===== src/sv/radix_string_to_unsigned_macros.svh =====
// ----------------------------------------------------------------------------
// Assertion macros for the radix string parser
// Shared property forms, clocked on clk and disabled during reset.
// ----------------------------------------------------------------------------
`ifndef RADIX_STRING_TO_UNSIGNED_MACROS_SVH
`define RADIX_STRING_TO_UNSIGNED_MACROS_SVH

// Consequent must hold in the same cycle as the antecedent.
`define RSTU_ASSERT_SAME(label, ante, cons, msg) \
  label: assert property (@(posedge clk) disable iff (!rst_n) (ante) |-> (cons)) \
    else $error(msg);

// Consequent must hold in the cycle after the antecedent.
`define RSTU_ASSERT_NEXT(label, ante, cons, msg) \
  label: assert property (@(posedge clk) disable iff (!rst_n) (ante) |=> (cons)) \
    else $error(msg);

`endif


===== src/sv/rstu_pkg.sv =====
// ----------------------------------------------------------------------------
// Radix string parser package
// Shared codes, character constants and structures of the parser.
// ----------------------------------------------------------------------------
package rstu_pkg;

  // Result status codes.
  typedef enum logic [1:0] {
    ST_OK       = 2'd0,
    ST_FORMAT   = 2'd1,
    ST_OVERFLOW = 2'd2
  } status_t;

  // Radix selection codes.
  typedef enum logic [1:0] {
    RADIX_BIN = 2'd0,
    RADIX_OCT = 2'd1,
    RADIX_DEC = 2'd2,
    RADIX_HEX = 2'd3
  } radix_t;

  // Configuration register indexes.
  localparam logic CFG_RADIX = 1'b0;
  localparam logic CFG_WIDE  = 1'b1;

  localparam int CHAR_W = 8;
  localparam int ACC_W  = 64;
  localparam int NARROW_W = 32;
  // Product width: accumulator times at most sixteen, plus one digit.
  localparam int PROD_W = ACC_W + 4;

  localparam logic [CHAR_W-1:0] CH_PLUS   = 8'h2B;
  localparam logic [CHAR_W-1:0] CH_UNDER  = 8'h5F;
  localparam logic [CHAR_W-1:0] CH_ZERO   = 8'h30;
  localparam logic [CHAR_W-1:0] CH_NINE   = 8'h39;
  localparam logic [CHAR_W-1:0] CH_LOW_A  = 8'h61;
  localparam logic [CHAR_W-1:0] CH_LOW_F  = 8'h66;
  localparam logic [CHAR_W-1:0] CH_UP_A   = 8'h41;
  localparam logic [CHAR_W-1:0] CH_UP_F   = 8'h46;
  localparam logic [CHAR_W-1:0] CH_ASCII_MAX = 8'h7F;

  // Classification of one character.
  typedef struct packed {
    logic       is_digit;
    logic [3:0] digit;
    logic       is_plus;
    logic       is_under;
    logic       lead_bad;
  } char_info_t;

  // Per-string state visible outside the parser core.
  typedef struct packed {
    logic    at_first;
    logic    only_plus;
    status_t held;
  } core_state_t;

endpackage


===== src/sv/rstu_char_decode.sv =====
// ----------------------------------------------------------------------------
// Character classifier
// Maps one byte to its digit value in the selected radix and flags the
// special characters.
// ----------------------------------------------------------------------------
module rstu_char_decode
  import rstu_pkg::*;
(
  input  logic [CHAR_W-1:0] char_i,
  input  radix_t            radix_i,
  output char_info_t        info_o
);

  logic [CHAR_W-1:0] raw_d;
  logic              is_num;
  logic              is_low;
  logic              is_up;
  logic              hex;
  logic              in_range;

  // Raw digit value before the radix range check.
  always_comb begin
    hex    = (radix_i == RADIX_HEX);
    is_num = (char_i >= CH_ZERO) && (char_i <= CH_NINE);
    is_low = hex && (char_i >= CH_LOW_A) && (char_i <= CH_LOW_F);
    is_up  = hex && (char_i >= CH_UP_A) && (char_i <= CH_UP_F);
    if (is_num) begin
      raw_d = char_i - CH_ZERO;
    end else if (is_low) begin
      raw_d = char_i - CH_LOW_A + 8'd10;
    end else if (is_up) begin
      raw_d = char_i - CH_UP_A + 8'd10;
    end else begin
      raw_d = '0;
    end
  end

  // The digit must lie below the radix.
  always_comb begin
    case (radix_i)
      RADIX_BIN: in_range = (raw_d[3:1] == 3'd0);
      RADIX_OCT: in_range = (raw_d[3] == 1'b0);
      RADIX_DEC: in_range = (raw_d[3:0] < 4'd10);
      RADIX_HEX: in_range = 1'b1;
      default:   in_range = 1'b0;
    endcase
  end

  assign info_o.is_digit = (is_num || is_low || is_up) && in_range;
  assign info_o.digit    = raw_d[3:0];
  assign info_o.is_plus  = (char_i == CH_PLUS);
  assign info_o.is_under = (char_i == CH_UNDER);
  assign info_o.lead_bad = (char_i < CH_ZERO) || (char_i > CH_ASCII_MAX);

endmodule


===== src/sv/rstu_core.sv =====
// ----------------------------------------------------------------------------
// Parser core
// Holds the per-string state and folds one classified character into the
// accumulator, producing the result on the last character or an empty item.
// ----------------------------------------------------------------------------
module rstu_core
  import rstu_pkg::*;
(
  input  logic              clk,
  input  logic              rst_n,
  input  logic              take_i,
  input  char_info_t        info_i,
  input  logic              last_i,
  input  logic              empty_i,
  input  radix_t            radix_i,
  input  logic              wide_i,
  output logic              res_valid_o,
  output logic [ACC_W-1:0]  res_value_o,
  output status_t           res_status_o,
  output core_state_t       state_o
);

  logic [ACC_W-1:0]  acc_r, acc_nxt;
  status_t           held_r, held_nxt;
  logic              first_r, first_nxt;
  logic              plus_r, plus_nxt;

  logic [PROD_W-1:0] acc_ext;
  logic [PROD_W-1:0] scaled;
  logic [PROD_W-1:0] prod;
  logic              over;
  logic [ACC_W-1:0]  acc_upd;
  status_t           st_upd;
  logic              first_upd;
  logic              plus_upd;
  status_t           st_fin;

  // Accumulator times the radix by shifts, then plus the digit.
  always_comb begin
    acc_ext = {4'd0, acc_r};
    case (radix_i)
      RADIX_BIN: scaled = acc_ext << 1;
      RADIX_OCT: scaled = acc_ext << 3;
      RADIX_DEC: scaled = (acc_ext << 3) + (acc_ext << 1);
      RADIX_HEX: scaled = acc_ext << 4;
      default:   scaled = (acc_ext << 3) + (acc_ext << 1);
    endcase
    prod = scaled + {{(PROD_W-4){1'b0}}, info_i.digit};
    if (wide_i) begin
      over = (prod[PROD_W-1:ACC_W] != '0);
    end else begin
      over = (prod[PROD_W-1:NARROW_W] != '0);
    end
  end

  // Take one character into the string state.
  always_comb begin
    acc_upd   = acc_r;
    st_upd    = held_r;
    first_upd = first_r;
    plus_upd  = plus_r;
    if (held_r == ST_OK) begin
      if (first_r && info_i.lead_bad) begin
        // A leading byte below the digits or above ASCII: only a plus that is not alone passes.
        first_upd = 1'b0;
        if (!info_i.is_plus || last_i) begin
          st_upd = ST_FORMAT;
        end else begin
          plus_upd = 1'b1;
        end
      end else begin
        first_upd = 1'b0;
        plus_upd  = 1'b0;
        if (!info_i.is_under) begin
          if (!info_i.is_digit) begin
            st_upd = ST_FORMAT;
          end else if (over) begin
            st_upd = ST_OVERFLOW;
          end else begin
            acc_upd = prod[ACC_W-1:0];
          end
        end
      end
    end
  end

  // Final status of a string that ends on this character.
  always_comb begin
    st_fin = st_upd;
    if (st_fin == ST_OK && plus_upd) begin
      st_fin = ST_FORMAT;
    end
    if (st_fin == ST_OK && !wide_i && acc_upd[ACC_W-1:NARROW_W] != '0) begin
      st_fin = ST_OVERFLOW;
    end
  end

  // Result and next state; a string end or empty item clears the state.
  always_comb begin
    res_valid_o  = take_i && (last_i || empty_i);
    res_status_o = empty_i ? ST_FORMAT : st_fin;
    res_value_o  = (!empty_i && st_fin == ST_OK) ? acc_upd : '0;
    acc_nxt   = acc_r;
    held_nxt  = held_r;
    first_nxt = first_r;
    plus_nxt  = plus_r;
    if (take_i) begin
      if (last_i || empty_i) begin
        acc_nxt   = '0;
        held_nxt  = ST_OK;
        first_nxt = 1'b1;
        plus_nxt  = 1'b0;
      end else begin
        acc_nxt   = acc_upd;
        held_nxt  = st_upd;
        first_nxt = first_upd;
        plus_nxt  = plus_upd;
      end
    end
  end

  always_ff @(posedge clk) begin
    if (!rst_n) begin
      acc_r   <= '0;
      held_r  <= ST_OK;
      first_r <= 1'b1;
      plus_r  <= 1'b0;
    end else begin
      acc_r   <= acc_nxt;
      held_r  <= held_nxt;
      first_r <= first_nxt;
      plus_r  <= plus_nxt;
    end
  end

  assign state_o.at_first  = first_r;
  assign state_o.only_plus = plus_r;
  assign state_o.held      = held_r;

endmodule


===== src/sv/radix_string_to_unsigned.sv =====
// ----------------------------------------------------------------------------
// Radix string to unsigned parser, top level
// Streams string characters in and gives one parsed value per string.
// ----------------------------------------------------------------------------
// Usage:
//   Each input request carries one character of a string in in_tdata, with
//   in_tlast on the final character and in_tuser set for an empty string.
//   One result request leaves per string: the value in out_tdata and the
//   status (ok, format error, overflow) in out_tuser; the value is zero
//   unless the status is ok.
//   The cfg channel sets the radix (index 0) and the 32/64-bit limit
//   (index 1); cfg_ready is always high, and writes belong between strings.
//   Throughput is one character per cycle while the output is not stalled.
//   A character passes an input register and then the parser core, and the
//   result is held in an output register. The rate is set by the accumulator
//   update, one shift-add and compare on a 68-bit word per cycle.
//   When the receiver stalls, the result holds in the output register and
//   one further character is still taken into the input register before
//   in_tready falls. Reset clears all string state and returns the radix
//   to decimal with the 32-bit limit.
// ----------------------------------------------------------------------------
`include "radix_string_to_unsigned_macros.svh"

module radix_string_to_unsigned
  import rstu_pkg::*;
(
  input  logic              clk,
  input  logic              rst_n,
  // Input characters.
  input  logic              in_tvalid,
  output logic              in_tready,
  input  logic [CHAR_W-1:0] in_tdata,   // [7:0] character
  input  logic              in_tlast,   // is_last
  input  logic [0:0]        in_tuser,   // [0] is_empty
  // Results.
  output logic              out_tvalid,
  input  logic              out_tready,
  output logic [ACC_W-1:0]  out_tdata,  // [63:0] value
  output logic [1:0]        out_tuser,  // [1:0] status
  // Configuration writes.
  input  logic              cfg_valid,
  output logic              cfg_ready,
  input  logic              cfg_index,
  input  logic [1:0]        cfg_data
);

  radix_t            radix_r, radix_nxt;
  logic              wide_r, wide_nxt;

  logic              s1_valid_r, s1_valid_nxt;
  logic [CHAR_W-1:0] s1_char_r;
  logic              s1_last_r;
  logic              s1_empty_r;

  logic              out_valid_r, out_valid_nxt;
  logic [ACC_W-1:0]  out_value_r;
  status_t           out_status_r;

  logic              adv;
  logic              in_fire;
  logic              take;
  char_info_t        info;
  logic              res_valid;
  logic [ACC_W-1:0]  res_value;
  status_t           res_status;
  core_state_t       core_state;

  // Configuration registers.
  assign cfg_ready = 1'b1;

  always_comb begin
    radix_nxt = radix_r;
    wide_nxt  = wide_r;
    if (cfg_valid) begin
      case (cfg_index)
        CFG_RADIX: radix_nxt = radix_t'(cfg_data);
        CFG_WIDE:  wide_nxt  = cfg_data[0];
        default:   ;
      endcase
    end
  end

  always_ff @(posedge clk) begin
    if (!rst_n) begin
      radix_r <= RADIX_DEC;
      wide_r  <= 1'b0;
    end else begin
      radix_r <= radix_nxt;
      wide_r  <= wide_nxt;
    end
  end

  // The core advances whenever the output register is free or draining.
  assign adv       = !out_valid_r || out_tready;
  assign in_tready = !s1_valid_r || adv;
  assign in_fire   = in_tvalid && in_tready;
  assign take      = s1_valid_r && adv;

  // Input register.
  always_comb begin
    s1_valid_nxt = s1_valid_r;
    if (in_fire) begin
      s1_valid_nxt = 1'b1;
    end else if (adv) begin
      s1_valid_nxt = 1'b0;
    end
  end

  always_ff @(posedge clk) begin
    if (!rst_n) begin
      s1_valid_r <= 1'b0;
    end else begin
      s1_valid_r <= s1_valid_nxt;
    end
  end

  always_ff @(posedge clk) begin
    if (in_fire) begin
      s1_char_r  <= in_tdata;
      s1_last_r  <= in_tlast;
      s1_empty_r <= in_tuser[0];
    end
  end

  // Character classification and string state.
  rstu_char_decode u_decode (
    .char_i  (s1_char_r),
    .radix_i (radix_r),
    .info_o  (info)
  );

  rstu_core u_core (
    .clk          (clk),
    .rst_n        (rst_n),
    .take_i       (take),
    .info_i       (info),
    .last_i       (s1_last_r),
    .empty_i      (s1_empty_r),
    .radix_i      (radix_r),
    .wide_i       (wide_r),
    .res_valid_o  (res_valid),
    .res_value_o  (res_value),
    .res_status_o (res_status),
    .state_o      (core_state)
  );

  // Output register.
  always_comb begin
    out_valid_nxt = out_valid_r;
    if (res_valid) begin
      out_valid_nxt = 1'b1;
    end else if (out_tready) begin
      out_valid_nxt = 1'b0;
    end
  end

  always_ff @(posedge clk) begin
    if (!rst_n) begin
      out_valid_r <= 1'b0;
    end else begin
      out_valid_r <= out_valid_nxt;
    end
  end

  always_ff @(posedge clk) begin
    if (res_valid) begin
      out_value_r  <= res_value;
      out_status_r <= res_status;
    end
  end

  assign out_tvalid = out_valid_r;
  assign out_tdata  = out_value_r;
  assign out_tuser  = out_status_r;

  // Checks on the parser's own behaviour.
  `RSTU_ASSERT_SAME(a_err_value_zero, out_valid_r && out_status_r != ST_OK, out_value_r == '0, "value not zero on error")
  `RSTU_ASSERT_SAME(a_status_code, out_valid_r, out_tuser != 2'd3, "undefined status code")
  `RSTU_ASSERT_SAME(a_narrow_fits, out_valid_r && out_status_r == ST_OK && !wide_r, out_value_r[ACC_W-1:NARROW_W] == '0, "narrow result above limit")
  `RSTU_ASSERT_NEXT(a_string_clear, take && (s1_last_r || s1_empty_r), core_state.at_first && !core_state.only_plus && core_state.held == ST_OK, "string state not cleared")

endmodule

===== config.mk =====
export PLATFORM = sky130hd
export DESIGN_NAME = radix_string_to_unsigned
export DESIGN_NICKNAME = d
export VERILOG_FILES = /design/src/sv/rstu_pkg.sv /design/src/sv/rstu_char_decode.sv /design/src/sv/rstu_core.sv /design/src/sv/radix_string_to_unsigned.sv
export VERILOG_INCLUDE_DIRS = /design/src /design/src/sv
export SDC_FILE = /design/constraint.sdc
export NUM_CORES = 1
export LEC_CHECK = 0
export BUFFER_PORTS_ARGS = -buffer_cell sky130_fd_sc_hd__buf_2
export CAP_MARGIN = 20
export CORE_MARGIN = 2
export CORE_UTILIZATION = 49
export DETAILED_ROUTE_END_ITERATION = 12
export PLACE_DENSITY = 0.75
export SLEW_MARGIN = 0
export SYNTH_ARGS = -nofsm -noshare
export SYNTH_HDL_FRONTEND = slang
export SYNTH_SLANG_ARGS = --single-unit
export TNS_END_PERCENT = 10

===== constraint.sdc =====
create_clock -name clk -period 7.5 [get_ports clk]
set_input_delay 0 -clock clk [delete_from_list [all_inputs] [get_ports clk]]
set_output_delay 0 -clock clk [all_outputs]
set_load 0.05 [all_outputs]

After elaboration in Yosys (flattened, before gate mapping)
Cells that the tools add are included.
Widths: inputs -> output; s select.
- register bits after elaboration: 149
- input port bits: 18
- output and inout bits: 69
- logic and storage cells: 108
- add/subtract/negate cells: 7
- magnitude comparators: 9
- eq/ne operators: 5
- mux-type cells: 31
- bitwise operators: 2
- reduce and logical (&&, ||, !) cells: 41
- operators by type and width (kind ; number):
    $mux 64 ; 6
    $pmux 68 s4 ; 1
    $add 67x65->68 ; 1
    $add 68x4->68 ; 1
    $reduce_bool 36->1 ; 1
    $reduce_bool 32->1 ; 1
    $mux 2 ; 9
    $ge 8x7->1 const B ; 2
    $le 8x7->1 const B ; 2
    $logic_and 1x1->1 ; 14
    $mux 4 ; 3
    $sub 4x1->4 const B ; 3
    $mux 1 ; 11
    $logic_not 2->1 ; 5
    $add 4x4->4 const B ; 2
    $eq 8x6->1 const B ; 1
    $eq 8x7->1 const B ; 1
    $ge 8x6->1 const B ; 1
    $gt 8x7->1 const B ; 1
    $le 8x6->1 const B ; 1
    $lt 8x6->1 const B ; 1
    $logic_or 1x1->1 ; 7
    $reduce_and 2->1 ; 3
    $reduce_bool 2->1 ; 3
    8 further kinds ; 14

Logic depth before layout (Yosys ltp)
Gate-level depths: netlist (run 1).
- depth in word-level cells: 23
- mapped depth: 32

Cells and area by module
A second synthesis (run 1) with hierarchy kept.
- cells, all modules: 1983
- area total of the unflattened synthesis: 15686.3 um^2
- by module, submodules not included (module ; times used ; cells each ; area an instance (um^2)):
    rstu_core ; 1 ; 1842 ; 12849.8
    radix_string_to_unsigned ; 1 ; 100 ; 2507.4
    rstu_char_decode ; 1 ; 41 ; 329.1

Least setup slack after synthesis (run 1)
OpenSTA, ideal clock, no wires.
- path kind: register to register
- from: reg radix_r[1]
- to: reg u_core.acc_r[6]
- arrival: 7243 ps
- slack: 140 ps
- cell stages (with the launch flop): 30
- path buffers: 11
- clock period less this slack: 7360 ps
- path through: dfxtp_1 > buf_4 > buf_6 > buf_6 > buf_4 > buf_2 > buf_2 > buf_2 > buf_1 > nand3_1 > nor4_1 > nor4b_1 > a21oi_1 > fa_1 > nor2b_1 > o21ai_1 > nand2b_1 > nor4_2 > and4_1 > nand4_1 > or4_1 > mux2i_1 > or4_1 > nor4_1 > a41oi_1 > buf_2 > o31a_1 > buf_6 > buf_6 > a22o_1
- longest elaborated chain between the ends: 15
- elaborated cells on any way between the ends: 29
- classes of those cells: add/sub (1); order compare (1); eq/ne (3); mux (12); bitwise (1); reduce/logical (11)
- ends and longest elaborated chain (item ; line ; text):
    start, declared ; radix_string_to_unsigned.sv:47 ; radix_t radix_r, radix_nxt;
    start signal, assigned ; radix_string_to_unsigned.sv:88 ; radix_r <= radix_nxt;
    $eq 2x2->1 ; rstu_char_decode.sv:23, rstu_char_decode.sv:40, rstu_core.sv:41 ;
    $logic_and 1x1->1 (2 in series) ; rstu_char_decode.sv:26 ; is_up = hex && (char_i >= CH_UP_A) && (char_i <= CH_UP_F);
    $mux 4 ; rstu_char_decode.sv:31 ; end else if (is_up) begin
    $mux 4 ; rstu_char_decode.sv:29 ; end else if (is_low) begin
    $mux 4 ; rstu_char_decode.sv:27 ; if (is_num) begin
    $add 68x4->68 ; rstu_core.sv:48 ; prod = scaled + {{(PROD_W-4){1'b0}}, info_i.digit};
    $reduce_bool 36->1 or $reduce_bool 4->1 (tied branches) ; rstu_core.sv:52, rstu_core.sv:50 ;
    $mux 1 ; rstu_core.sv:49 ; if (wide_i) begin
    $mux 64 ; rstu_core.sv:77 ; end else if (over) begin
    $mux 64 * ; rstu_core.sv:75 ; if (!info_i.is_digit) begin
    $mux 64 * ; rstu_core.sv:74 ; if (!info_i.is_under) begin
    $mux 64 * ; rstu_core.sv:63 ; if (first_r && info_i.lead_bad) begin
    $mux 64 * ; rstu_core.sv:62 ; if (held_r == ST_OK) begin
    $mux 64 * ; rstu_core.sv:108 ; if (last_i || empty_i) begin
    end signal, assigned ; rstu_core.sv:129 ; acc_r <= acc_nxt;
    end, declared ; rstu_core.sv:23 ; logic [ACC_W-1:0] acc_r, acc_nxt;
Mark *: on every way between the ends. The rest lies on a longest branch, timed or not.
A chain may end at the register's enable or synchronous reset.

Worst setup path after layout (run 1)
- from: reg u_core.acc_r[16]
- to: reg out_value_r[10], in the netlist out_tdata[10] (data pin)
- longest elaborated chain between the ends: 19
- elaborated cells on any way between the ends: 26
- classes of those cells: add/sub (2); mux (14); reduce/logical (10)
- ends and longest elaborated chain (item ; line ; text):
    $add 67x65->68 ; rstu_core.sv:44 ; RADIX_DEC: scaled = (acc_ext << 3) + (acc_ext << 1);
    $pmux 68 s4 * ; rstu_core.sv:41 ; case (radix_i)
    $add 68x4->68 * ; rstu_core.sv:48 ;
    $reduce_bool 36->1 or $reduce_bool 4->1 (tied branches) ; rstu_core.sv:52, rstu_core.sv:50 ;
    $mux 1 ; rstu_core.sv:49 ;
    $mux 2 ; rstu_core.sv:77 ;
    $mux 2 ; rstu_core.sv:75 ;
    $mux 2 ; rstu_core.sv:74 ;
    [... 2 more ...] ; -- ;
    $logic_not 2->1 ; rstu_core.sv:90 ; if (st_fin == ST_OK && plus_upd) begin
    $logic_and 1x1->1 ; rstu_core.sv:90 ;
    $mux 2 ; rstu_core.sv:90 ;
    $logic_not 2->1 ; rstu_core.sv:93 ; if (st_fin == ST_OK && !wide_i && acc_upd[ACC_W-1:NARROW_W] != '0) begin
    $logic_and 1x1->1 (2 in series) ; rstu_core.sv:93 ;
    $mux 2 ; rstu_core.sv:93 ;
    $logic_not 2->1 ; rstu_core.sv:102 ; res_value_o = (!empty_i && st_fin == ST_OK) ? acc_upd : '0;
    $logic_and 1x1->1 ; rstu_core.sv:102 ;
    end signal, assigned ; radix_string_to_unsigned.sv:167 ; out_value_r <= res_value;
    end, declared ; radix_string_to_unsigned.sv:56 ; logic [ACC_W-1:0] out_value_r;
Marks and branches as above.

==> key figures, run 1 <==
Placed design
  • Port bufs: 85
  • Detailed placement HPWL: 45.5 mm
  • Pre-CTS setup slack: 0.559 ns
  • GPL Wtd Cong: 1.00

Min path
  • Hold Path Class: input pin to flop

Layout
  • Antenna cells: 0
  • Commonest non-fill, non-tap cell in the layout: a21oi_1
  • Area grow syn2layout: 8.83%
  • Highest-count cells in the layout ignoring fill and taps: a21oi_1, nand2_1, o21ai_0, nor2_1, nand3_1
  • Share of layout cells above drive strength 1: 0.111
  • Nets: 2149

Clock network
  • Root Buffer Master: clkbuf_16
  • Postcts setup bufs: 0
  • TritonCTS Buffers: 17
  • Worst-Skew Late Latency: 0.43 ns
  • Clock tree from TritonCTS: yes
  • Clock transition at path regs: 0.06 ns
  • H-tree levels: 4
  • CTS sink cnt: 149
  • CTS Buffer Depth: 2

Setup path
  • Worst setup path start: u_core.acc_r[16]
  • Worst Path Required: 7.73 ns
  • Reg2reg path depth: 18
  • Reg2reg setup slack: 0.46 ns
  • Critical Path AT: 7.27 ns
  • Crit end category: flop
  • Critical Path Fanout Max: 52
  • Setup crit end: out_tdata[10]
  • Crit Path Class: flop to flop
  • Critical Path Source Type: flop
  • R2r endpoint: out_tdata[10]
  • R2r startpoint: u_core.acc_r[16]

Synth
  • Syn_nets: 2132
  • Mapped Cells: 2043
  • Area share of fa/ha/maj cells after synthesis: 0.0573
  • Simple-gate share of the synthesized area: 0.259
  • Syn_area_per_cell: 7.72 sq um
  • Main combinational cell family by area after synthesis: compound AO/OA/AOI/OAI gates
  • Synthesized cell area: 15800 sq um
  • Compound-Gate Fraction of Synth Area: 0.298
  • Main synth FF type: edfxtp_1
  • Yosys reg bits: 149
  • Fraction of registers with async set/reset: 0
  • Synth unique cells: 102
  • Post-synthesis mux area share: 0.0444
  • Synth Area in XOR/XNOR: 0.0500
  • Register area share after synthesis: 0.237
  • Post-synth EDFFs: 76
  • Synth warn: 0

GRT
  • GRT Total Usage: 0.344
  • First-pass GRT wire length: 90.3 mm
  • Grt total ovfl: 0
  • Largest net degree at the start of global routing: 135
  • Number of global-route vias before repair: 15500
  • Initial antenna violation count: 0

STA
  • TNS Setup: 0 ns
  • Final WS setup: 0.460 ns
  • Hold slack: -0.00163 ns
  • Fmax: 0.142 GHz
  • Unrepaired setup endpoints after global routing: false
  • Max-slew violation count: 0
  • Slew @ Worst Pin: 1.09 ns
  • Final setup viols: 0
  • Final min period: 7.04 ns
  • Max_slew headroom: 0.263
  • Setup Skew: 0.00779 ns
  • Crit share post-route: 0.939
  • Final Hold Violating Endpoints: 1

Routing
  • Final WL: 59.1 mm
  • Initial DRC Count: 2215
  • Avg WL per Cell: 23.9 microns
  • DRT Pass-1 Iters: 6
  • Via count: 17100
  • DRC Markers: 0
  • Via density: 6.91
  • Post-route ant nets: 0

Die
  • Die H: 183 microns
  • Rows: 65
  • Starting Density: 0.499
  • Chip Width: 183 microns
  • Total die area: 33600 sq um
  • I/O pins: 87
  • Core outline area: 31600 sq um

Pwr
  • Static leakage: 6.42 nW
  • Peak VDD IR: 0.176 mV
  • Pwr dens: 116 nW/um^2

Status
  • Status: complete, but fails checks
  • Violated checks: hold timing

Job
  • Max_cap viols: 0
## routing by layer
layer  vias up  wire, microns  global-route usage  part of all wire
met5         -              0                   0                 0
met4         0           1720               0.105             0.029
met3        95           5760              0.0519             0.097
met2       946          25000               0.519              0.42
met1      8188          26600               0.504              0.45
li1       7866              -                   -                 -
## critical path, stage by stage, from the launching register on
cell and delay, ns:
dfxtp_1 0.57, ha_1 0.46, a21oi_1 0.35, o21ai_0 0.26, a21oi_1 0.31, a211oi_1 0.16, nor3_1 0.66, mux2i_1 0.53
a22oi_1 0.36, nor4b_4 0.35, buf_4 0.20, and4_1 0.34, a21oi_1 0.12, nor4_1 0.34, nor4b_2 0.50, nand3_1 0.18
o31a_2 0.52, buf_12 0.24, nor4_1 0.33
## worst min-delay path by stage
stage | start | to | slack (ns) | cells after the start
2_1_floorplan | rst_n | radix_r[1] | 0.09 | 1
3_3_place_gp | in_tdata[7] | s1_char_r[7] | 0.18 | 1
3_5_place_dp | in_tdata[7] | s1_char_r[7] | 0.18 | 1
4_1_cts | cfg_index | radix_r[0] | 0.009 | 4
5_1_grt | cfg_index | radix_r[0] | 0.03 | 4
6_report | cfg_index | radix_r[0] | -0.002 | 4
## sequential cells by signal (all words and copies together), names as in the netlist, 2 cells and up
signal and cells:
out_tdata 64, out_tuser 2, radix_r 2, s1_char_r 8, u_core.acc_r 64, u_core.held_r 2
## metrics by stage
stage | hold WS (ns) | instance area [sq um] | power (mW) | util | cells
2_1_floorplan | 0.0889 | 15800 | 1.11 | - | 2043
3_3_place_gp | 0.179 | 16400 | 1.19 | 0.519 | 2422
3_5_place_dp | 0.178 | 16400 | 1.19 | 0.519 | 2422
4_1_cts | 0.00876 | 17200 | 1.98 | 0.542 | 2474
5_1_grt | 0.0278 | 17200 | 2.05 | 0.543 | 2475
6_report | -0.00163 | 17200 | 1.99 | 0.543 | 2475
## power breakdown
part           leakage [nW]  switching (mW)  total [mW]  internal, mW
Combinational          4.84           0.222       0.308        0.0854
Clock                 0.264           0.341       0.801         0.460
Sequential             1.32         0.00961       0.881         0.871
Total                  6.42           0.573        1.99          1.42
## cell type report
class / count / area, sq um
fill: 3021 / 14500
multi-input combinational: 1710 / 11200
sequential: 149 / 3750
timing repair buffer: 146 / 981
tap: 402 / 503
clock buffer: 22 / 485
inverter: 36 / 135
clock inverter: 10 / 68.8
## what timing repair did
item	in CTS	in global routing
setup endpoints to repair	0	10
endpoints found under the hold margin	16	0
gates resized for setup	0	1
hold buffers	20	0
## cells by family after synthesis
family                     after synthesis
other                                    1
and+or+nand+nor                        782
DFF                                    149
adders and majority gates               71
AOI/OAI and AO/OA                      702
muxes                                   64
buffers and inverters                  184
xor gates and xnor gates                90
## cells in the mapped netlist, types with 27 or more instances
library cell / number / share of area
ha_1: 69 / 0.055
o21ai_0: 138 / 0.044
a211oi_1: 61 / 0.029
a22o_1: 64 / 0.036
nor4_1: 62 / 0.025
a21o_1: 27 / 0.013
edfxtp_1: 76 / 0.14
nand2_1: 191 / 0.045
xor2_1: 39 / 0.022
dfxtp_1: 73 / 0.093
nor2b_1: 33 / 0.013
nand3_1: 86 / 0.027
mux2i_1: 43 / 0.027
nor2_1: 138 / 0.033
buf_2: 44 / 0.014
nor3_1: 57 / 0.018
nand4_1: 67 / 0.027
a21oi_1: 192 / 0.061
inv_1: 35 / 0.0083
xnor2_1: 51 / 0.028
clkbuf_1: 77 / 0.018
Note: power is estimated with default switching activity, not from simulation.
==> inputs of run 2 (changes only) <==
Settings changed: CORE_MARGIN 2 to default.
==> run 2 against run 1 <==
  * Wire length fell by 2.0%
  * Largest cell class unchanged
  * Fmax shrank 0.74%
  * Critical endpoint is now out_tdata[19]
  * Worst hold slack gained 0.019 ns
  * Critical path depth up 6
  * Critical path type unchanged
  * Core utilization is 0.25 points higher
  * Final cell count hardly changed
  * The run now ends clean
==> key figures, run 2 (synthesis results as in run 1) <==
Setup path
  • Crit-path cells: inv_1 -> ha_1 -> o21ai_0 -> and3_1 -> nor4_1 -> buf_4 -> nor4b_1 -> a21oi_1 -> fa_1 -> nor2b_1 -> o21ai_1 -> nand2b_1 -> nor4_2 -> buf_4 -> and4_1 -> nand4_1 -> or4_4 -> or3_1 -> a22o_1 -> nor4_2 -> nand3_1 -> o31a_2 -> buf_12 -> nor4_1
  • Critical Path AT: 7.31 ns (+0.04 ns)
  • Max incr delay on CP: 0.68 ns (+0.02 ns)
  • Critical Path Fanout Max: 67 (+29%)
  • Critical Path Source Type: flop
  • Reg2reg setup slack: 0.41 ns (-0.05 ns)
  • Top Family by Delay on Critical Path: simple AND/OR/NAND/NOR gates
  • Slowest-stage cell, CP: or4_4
  • Crit end category: flop
  • Crit Path Class: flop to flop
  • Worst Path Required: 7.72 ns (about the same)
  • WP buf/inv: 4 (+2)

Layout
  • Share of layout cells above drive strength 1: 0.110 (-0.00188)
  • Finished Layout Cells: 2474 (-0.040%)
  • Register area: 3750 sq um (unchanged)
  • Footprint of the multi-input gates: 11200 sq um (about the same)
  • Highest-count cells in the layout ignoring fill and taps: a21oi_1, nand2_1, o21ai_0, nor2_1, nand3_1
  • Area grow syn2layout: 9.33%
  • Nets: 2148 (-0.047%)
  • FILL cells: 2952 (-2.3%)
  • Commonest non-fill, non-tap cell in the layout: a21oi_1
  • Antenna cells: 0 (unchanged)

Routing
  • Avg WL per Cell: 23.4 microns (-2.0%)
  • DRC Markers: 0 (unchanged)
  • Via density: 6.96 (+0.75%)
  • Via count: 17200 (+0.71%)
  • Initial DRC Count: 2243 (+1.3%)
  • DRT Pass-1 Iters: 6 (unchanged)
  • Final WL: 57.9 mm (-2.0%)
  • Post-route ant nets: 0 (unchanged)

STA
  • Max_slew headroom: 0.371 (+0.108)
  • TNS Setup: 0 ns (unchanged)
  • Fmax: 0.141 GHz (-0.74%)
  • Hold slack: 0.0170 ns (+0.0186 ns)
  • Slew @ Worst Pin: 0.932 ns (-0.160 ns)
  • Setup Skew: 0.00949 ns (+0.00170 ns)
  • Final setup viols: 0 (unchanged)
  • Max-slew violation count: 0 (unchanged)
  • Crit share post-route: 0.946 (+0.00703)
  • Unrepaired setup endpoints after global routing: false
  • Final Hold Violating Endpoints: 0 (-1)
  • Final min period: 7.09 ns (+0.0527 ns)

Placed design
  • Detailed placement HPWL: 43.9 mm (-3.5%)
  • GPL Wtd Cong: 1.01 (+1.2%)
  • Post-placement cell count: 2422 (unchanged)
  • Port bufs: 85 (unchanged)

Pwr
  • Pwr dens: 121 nW/um^2 (+4.1%)
  • Sw frac: 0.275 (-0.0133)
  • Clock network power share: 0.427 (+0.024)
  • Sequential power share: 0.424 (-0.019)
  • Switching pwr: 571 uW (-0.29%)
  • Comb pwr share: 0.149 (-0.006)
  • Design Power: 2.08 mW (+4.6%)
  • Peak VDD IR: 0.118 mV (-33%)
  • Int Power: 1.51 mW (+6.5%)
  • Static leakage: 6.47 nW (+0.73%)

Die
  • Die H: 181 microns (-1.1%)
  • Core outline area: 31600 sq um (unchanged)
  • Starting Density: 0.499 (unchanged)
  • I/O pins: 87 (unchanged)
  • Total die area: 32900 sq um (-2.2%)
  • Chip Width: 181 microns (-1.1%)
  • Rows: 65 (unchanged)

GRT
  • First-pass GRT wire length: 89.1 mm (-1.3%)
  • GRT Total Usage: 0.343 (-0.000358)
  • Initial antenna violation count: 0 (unchanged)
  • Grt total ovfl: 0 (unchanged)
  • Number of global-route vias before repair: 15500 (-0.0064%)
  • Largest net degree at the start of global routing: 134 (-0.74%)

Clock network
  • Worst-Skew Late Latency: 0.43 ns (about the same)
  • Root Buffer Master: clkbuf_16
  • Post_cts resized: 0 (unchanged)
  • CTS sink cnt: 149 (unchanged)
  • TritonCTS Buffers: 17 (unchanged)
  • Clock tree from TritonCTS: yes
  • CTS Buffer Depth: 2 (unchanged)
  • Clock transition at path regs: 0.06 ns (about the same)
  • H-tree levels: 4 (unchanged)

Job
  • Max_cap viols: 0 (unchanged)

Min path
  • Hold Path Class: input pin to flop

Status
  • Status: finished clean
-- run 2: changes by cell type in the layout (fill, tap and decap cells not counted), sizes merged --
cell      previous run  this run
bufinv               0         3
clkinv               3         4
clkinvlp             4         1
inv                 39        37
-- run 2: cell type report --
class / instances / area share
multi-input combinational: 1710 / 0.652
sequential: 149 / 0.217
timing repair buffer: 145 / 0.0588
tap: 402 / 0.0292
clock buffer: 23 / 0.0278
inverter: 36 / 0.00783
clock inverter: 9 / 0.00733
-- run 2: metrics by stage --
step | utilization | setup WS [ns] | cell area, sq um
2_1_floorplan | - | 0.140 | 15800
3_3_place_gp | 0.520 | 0.802 | 16400
3_5_place_dp | 0.520 | 0.588 | 16400
4_1_cts | 0.545 | 0.507 | 17200
5_1_grt | 0.545 | 0.187 | 17200
6_report | 0.545 | 0.407 | 17200
-- run 2: worst reg2reg max path, cell delays in order (launching register included) --
cell and delay, ns:
edfxtp_1 0.47, inv_1 0.14, ha_1 0.16, o21ai_0 0.07
and3_1 0.18, nor4_1 0.18, buf_4 0.18, nor4b_1 0.33
a21oi_1 0.18, fa_1 0.50, nor2b_1 0.14, o21ai_1 0.10
nand2b_1 0.21, nor4_2 0.16, buf_4 0.19, and4_1 0.25
nand4_1 0.17, or4_4 0.68, or3_1 0.45, a22o_1 0.22
nor4_2 0.52, nand3_1 0.32, o31a_2 0.44, buf_12 0.21
nor4_1 0.41
-- run 2: power by group through the flow --
stage | Clock, mW | Combinational, mW | Sequential (mW)
2_1_floorplan | 0 | 0.174 | 0.937
3_3_place_gp | 0 | 0.290 | 0.898
3_5_place_dp | 0 | 0.294 | 0.899
4_1_cts | 0.886 | 0.302 | 0.882
5_1_grt | 0.923 | 0.327 | 0.883
6_report | 0.888 | 0.310 | 0.882
-- run 2: timing repair --
action / CTS / global route
endpoints found under the hold margin: 16 / 0
hold buffers: 20 / 0
buffers inserted: 0 / 0
-- run 2: routing by layer --
| metal | vias to the layer above | share of wire | wire length, microns | GRT usage |
|---|---|---|---|---|
| met5 | - | 0 | 0 | 0 |
| met4 | 0 | 0.029 | 1680 | 0.108 |
| met3 | 120 | 0.11 | 6140 | 0.0493 |
| met2 | 1053 | 0.44 | 25400 | 0.537 |
| met1 | 8185 | 0.43 | 24600 | 0.486 |
| li1 | 7859 | - | - | - |
-- run 2: worst paths after layout --
| path | from | endpoint | depth (start not counted) |
|---|---|---|---|
| worst min register to register | u_core.first_r | u_core.first_r | 2 |
| worst max register to register | s1_char_r[0] | out_tdata[19] | 24 |
| worst min-delay path | cfg_index | radix_r[0] | 4 |
| worst max-delay path | s1_char_r[0] | out_tdata[19] | 24 |
==> inputs of run 3 (changes only) <==
--- a/config.mk
+++ b/config.mk
@@ -9,7 +9,7 @@
 export BUFFER_PORTS_ARGS = -buffer_cell sky130_fd_sc_hd__buf_2
 export CAP_MARGIN = 20
-export CORE_UTILIZATION = 49
+export CORE_UTILIZATION = 45
 export DETAILED_ROUTE_END_ITERATION = 12
-export PLACE_DENSITY = 0.75
+export PLACE_DENSITY = 0.7
 export SLEW_MARGIN = 0
 export SYNTH_ARGS = -nofsm -noshare
==> constraint.sdc (replaced) <==
create_clock -name clk -period 7.5 [get_ports clk]
set_input_delay 0 -clock clk [delete_from_list [all_inputs] [get_ports clk]]
set_output_delay 0 -clock clk [all_outputs]
set_load 0.02 [all_outputs]
==> run 3 against run 2 <==
  * Non-clock buffer count is 5 higher
  * Worst hold slack worse by 0.016 ns
  * Combinational power is 7.7% lower
  * Wire length is 5.0% higher
  * Critical path depth is 6 lower
  * Core utilization is 4.2 points lower
  * Register-to-register slack better by 0.02 ns
  * First-iteration DRC count is 4.0% higher
  * Die area is 8.8% higher
  * Sequential power hardly changed
  * Final area is 0.87% higher
  * Sequential share of layout area is 0.19 points lower
  * Largest cell class unchanged
  * Largest power group unchanged
==> key figures, run 3 (synthesis results as in run 1) <==
Setup path
  • Critical Path Fanout Max: 67 (unchanged)
  • Worst Path Required: 7.72 ns (about the same)
  • Reg2reg setup slack: 0.43 ns (+0.02 ns)
  • Critical Path Source Type: flop
  • Crit Path Class: flop to flop
  • Crit end category: flop
  • Critical Path AT: 7.30 ns (about the same)

Pwr
  • Static leakage: 6.51 nW (+0.54%)
  • Sequential power share: 0.421 (-0.003)
  • Int Power: 1.53 mW (+1.2%)
  • Peak VDD IR: 0.136 mV (+16%)
  • Comb pwr share: 0.137 (-0.012)
  • Clock network power share: 0.442 (+0.015)
  • Sw frac: 0.270 (-0.00474)
  • Pwr dens: 120 nW/um^2 (-0.33%)
  • Switching pwr: 564 uW (-1.2%)

Placed design
  • Port bufs: 85 (unchanged)
  • GPL Wtd Cong: 1.01 (about the same)
  • Detailed placement HPWL: 46.7 mm (+6.4%)

Status
  • Status: finished clean

Routing
  • DRC Markers: 0 (unchanged)
  • Avg WL per Cell: 24.0 microns (+2.6%)
  • Via count: 17200 (+0.046%)
  • Initial DRC Count: 2332 (+4.0%)
  • DRT Pass-1 Iters: 6 (unchanged)
  • Via density: 6.80 (-2.2%)
  • Final WL: 60.8 mm (+5.0%)
  • Post-route ant nets: 0 (unchanged)

Clock network
  • Clock transition at path regs: 0.07 ns (about the same)
  • TritonCTS Buffers: 17 (unchanged)
  • H-tree levels: 4 (unchanged)
  • Root Buffer Master: clkbuf_16
  • Clock tree from TritonCTS: yes
  • CTS Buffer Depth: 2 (unchanged)
  • CTS sink cnt: 149 (unchanged)
  • Worst-Skew Late Latency: 0.43 ns (about the same)

Die
  • Total die area: 35800 sq um (+8.8%)
  • Rows: 68 (+4.6%)
  • Chip Width: 189 microns (+4.3%)
  • Core outline area: 34500 sq um (+9.2%)
  • I/O pins: 87 (unchanged)
  • Die H: 189 microns (+4.3%)
  • Starting Density: 0.457 (-0.0420)

Layout
  • Nets: 2153 (+0.23%)
  • Final core occ: 0.504 (-0.0415)
  • Highest-count cells in the layout ignoring fill and taps: a21oi_1, nand2_1, o21ai_0, nor2_1
  • Area grow syn2layout: 10.3%
  • Share of layout cells above drive strength 1: 0.116 (+0.00600)
  • Antenna cells: 0 (unchanged)
  • Commonest non-fill, non-tap cell in the layout: a21oi_1

STA
  • Max-slew violation count: 0 (unchanged)
  • Max_slew headroom: 0.431 (+0.0600)
  • Final setup viols: 0 (unchanged)
  • Final Hold Violating Endpoints: 0 (unchanged)
  • Slew @ Worst Pin: 0.846 ns (-0.0859 ns)
  • Unrepaired setup endpoints after global routing: false
  • TNS Setup: 0 ns (unchanged)
  • Setup Skew: 0.0132 ns (+0.00366 ns)
  • Crit share post-route: 0.943 (-0.00262)
  • Fmax: 0.141 GHz (+0.28%)
  • Final min period: 7.07 ns (-0.0196 ns)

Min path
  • Hold Path Class: input pin to flop

GRT
  • Initial antenna violation count: 0 (unchanged)
  • Largest net degree at the start of global routing: 135 (+0.75%)
  • GRT Total Usage: 0.332 (-0.0115)
  • Grt total ovfl: 0 (unchanged)
  • Number of global-route vias before repair: 15700 (+1.2%)
  • First-pass GRT wire length: 92.6 mm (+3.9%)

Job
  • Max_cap viols: 0 (unchanged)
## run 3: area by class of cell
class	instances	area [sq um]
Fill cell	3330	17100
Multi-Input combinational cell	1710	11300
Sequential cell	149	3750
Timing Repair Buffer	150	1050
Tap cell	455	569
Clock buffer	18	439
Clock inverter	14	200
Inverter	36	135
## run 3: per-layer routing
metal	global-route usage	wire, microns	vias to the layer above
met5	0	0	-
met4	0.116	1950	0
met3	0.0456	6100	122
met2	0.519	27000	976
met1	0.465	25700	8259
li1	-	-	7868
## run 3: critical path: stages, from the launching register on
cell and delay (ns):
dfxtp_1 0.65, ha_1 0.49, a21oi_1 0.28, o21ai_0 0.26, a21o_1 0.29, a221o_1 0.39, nor2_1 0.34, xor2_1 0.11
o21ai_0 0.67, nand3_1 0.21, or4_1 0.62, mux2i_1 0.14, or4_1 0.53, nor4_1 0.33, buf_4 0.20, nand3_1 0.17
o31a_2 0.40, buf_4 0.34, nor4_1 0.40
## run 3: through the flow
step	cell area, sq um	std cells	power [mW]	worst slack (ns)	hold WS, ns
after floorplan	15800	2043	1.08	0.140	0.0889
after global placement	16500	2480	1.16	0.703	0.179
after detailed placement	16600	2481	1.17	0.372	0.180
after CTS	17400	2531	2.09	0.265	0.00535
after global routing	17400	2532	2.15	0.0409	0.0286
final	17400	2532	2.09	0.427	0.000973
## run 3: final timing paths
| path | end | cells after the start | startpoint |
|---|---|---|---|
| setup / recovery | out_tdata[26] | 18 | u_core.acc_r[32] |
| hold / removal | radix_r[1] | 4 | cfg_index |
| setup reg to reg | out_tdata[26] | 18 | u_core.acc_r[32] |
| hold reg to reg | u_core.first_r | 2 | u_core.first_r |
## run 3: power by group through the flow
stage               combinational (mW)  clock [mW]  sequential, mW
finish                           0.286       0.924           0.881
global placement                 0.264           0           0.900
global route                     0.303       0.962           0.883
floorplan                        0.173           0           0.911
detailed placement               0.271           0           0.899
CTS                              0.279       0.928           0.881
## run 3: what timing repair did
item                                    in CTS  in global routing
gates resized for setup                      0                  2
setup buffers                                0                  0
endpoints found under the hold margin       16                  0
endpoints found under the setup margin       0                 66
hold buffers                                18                  0
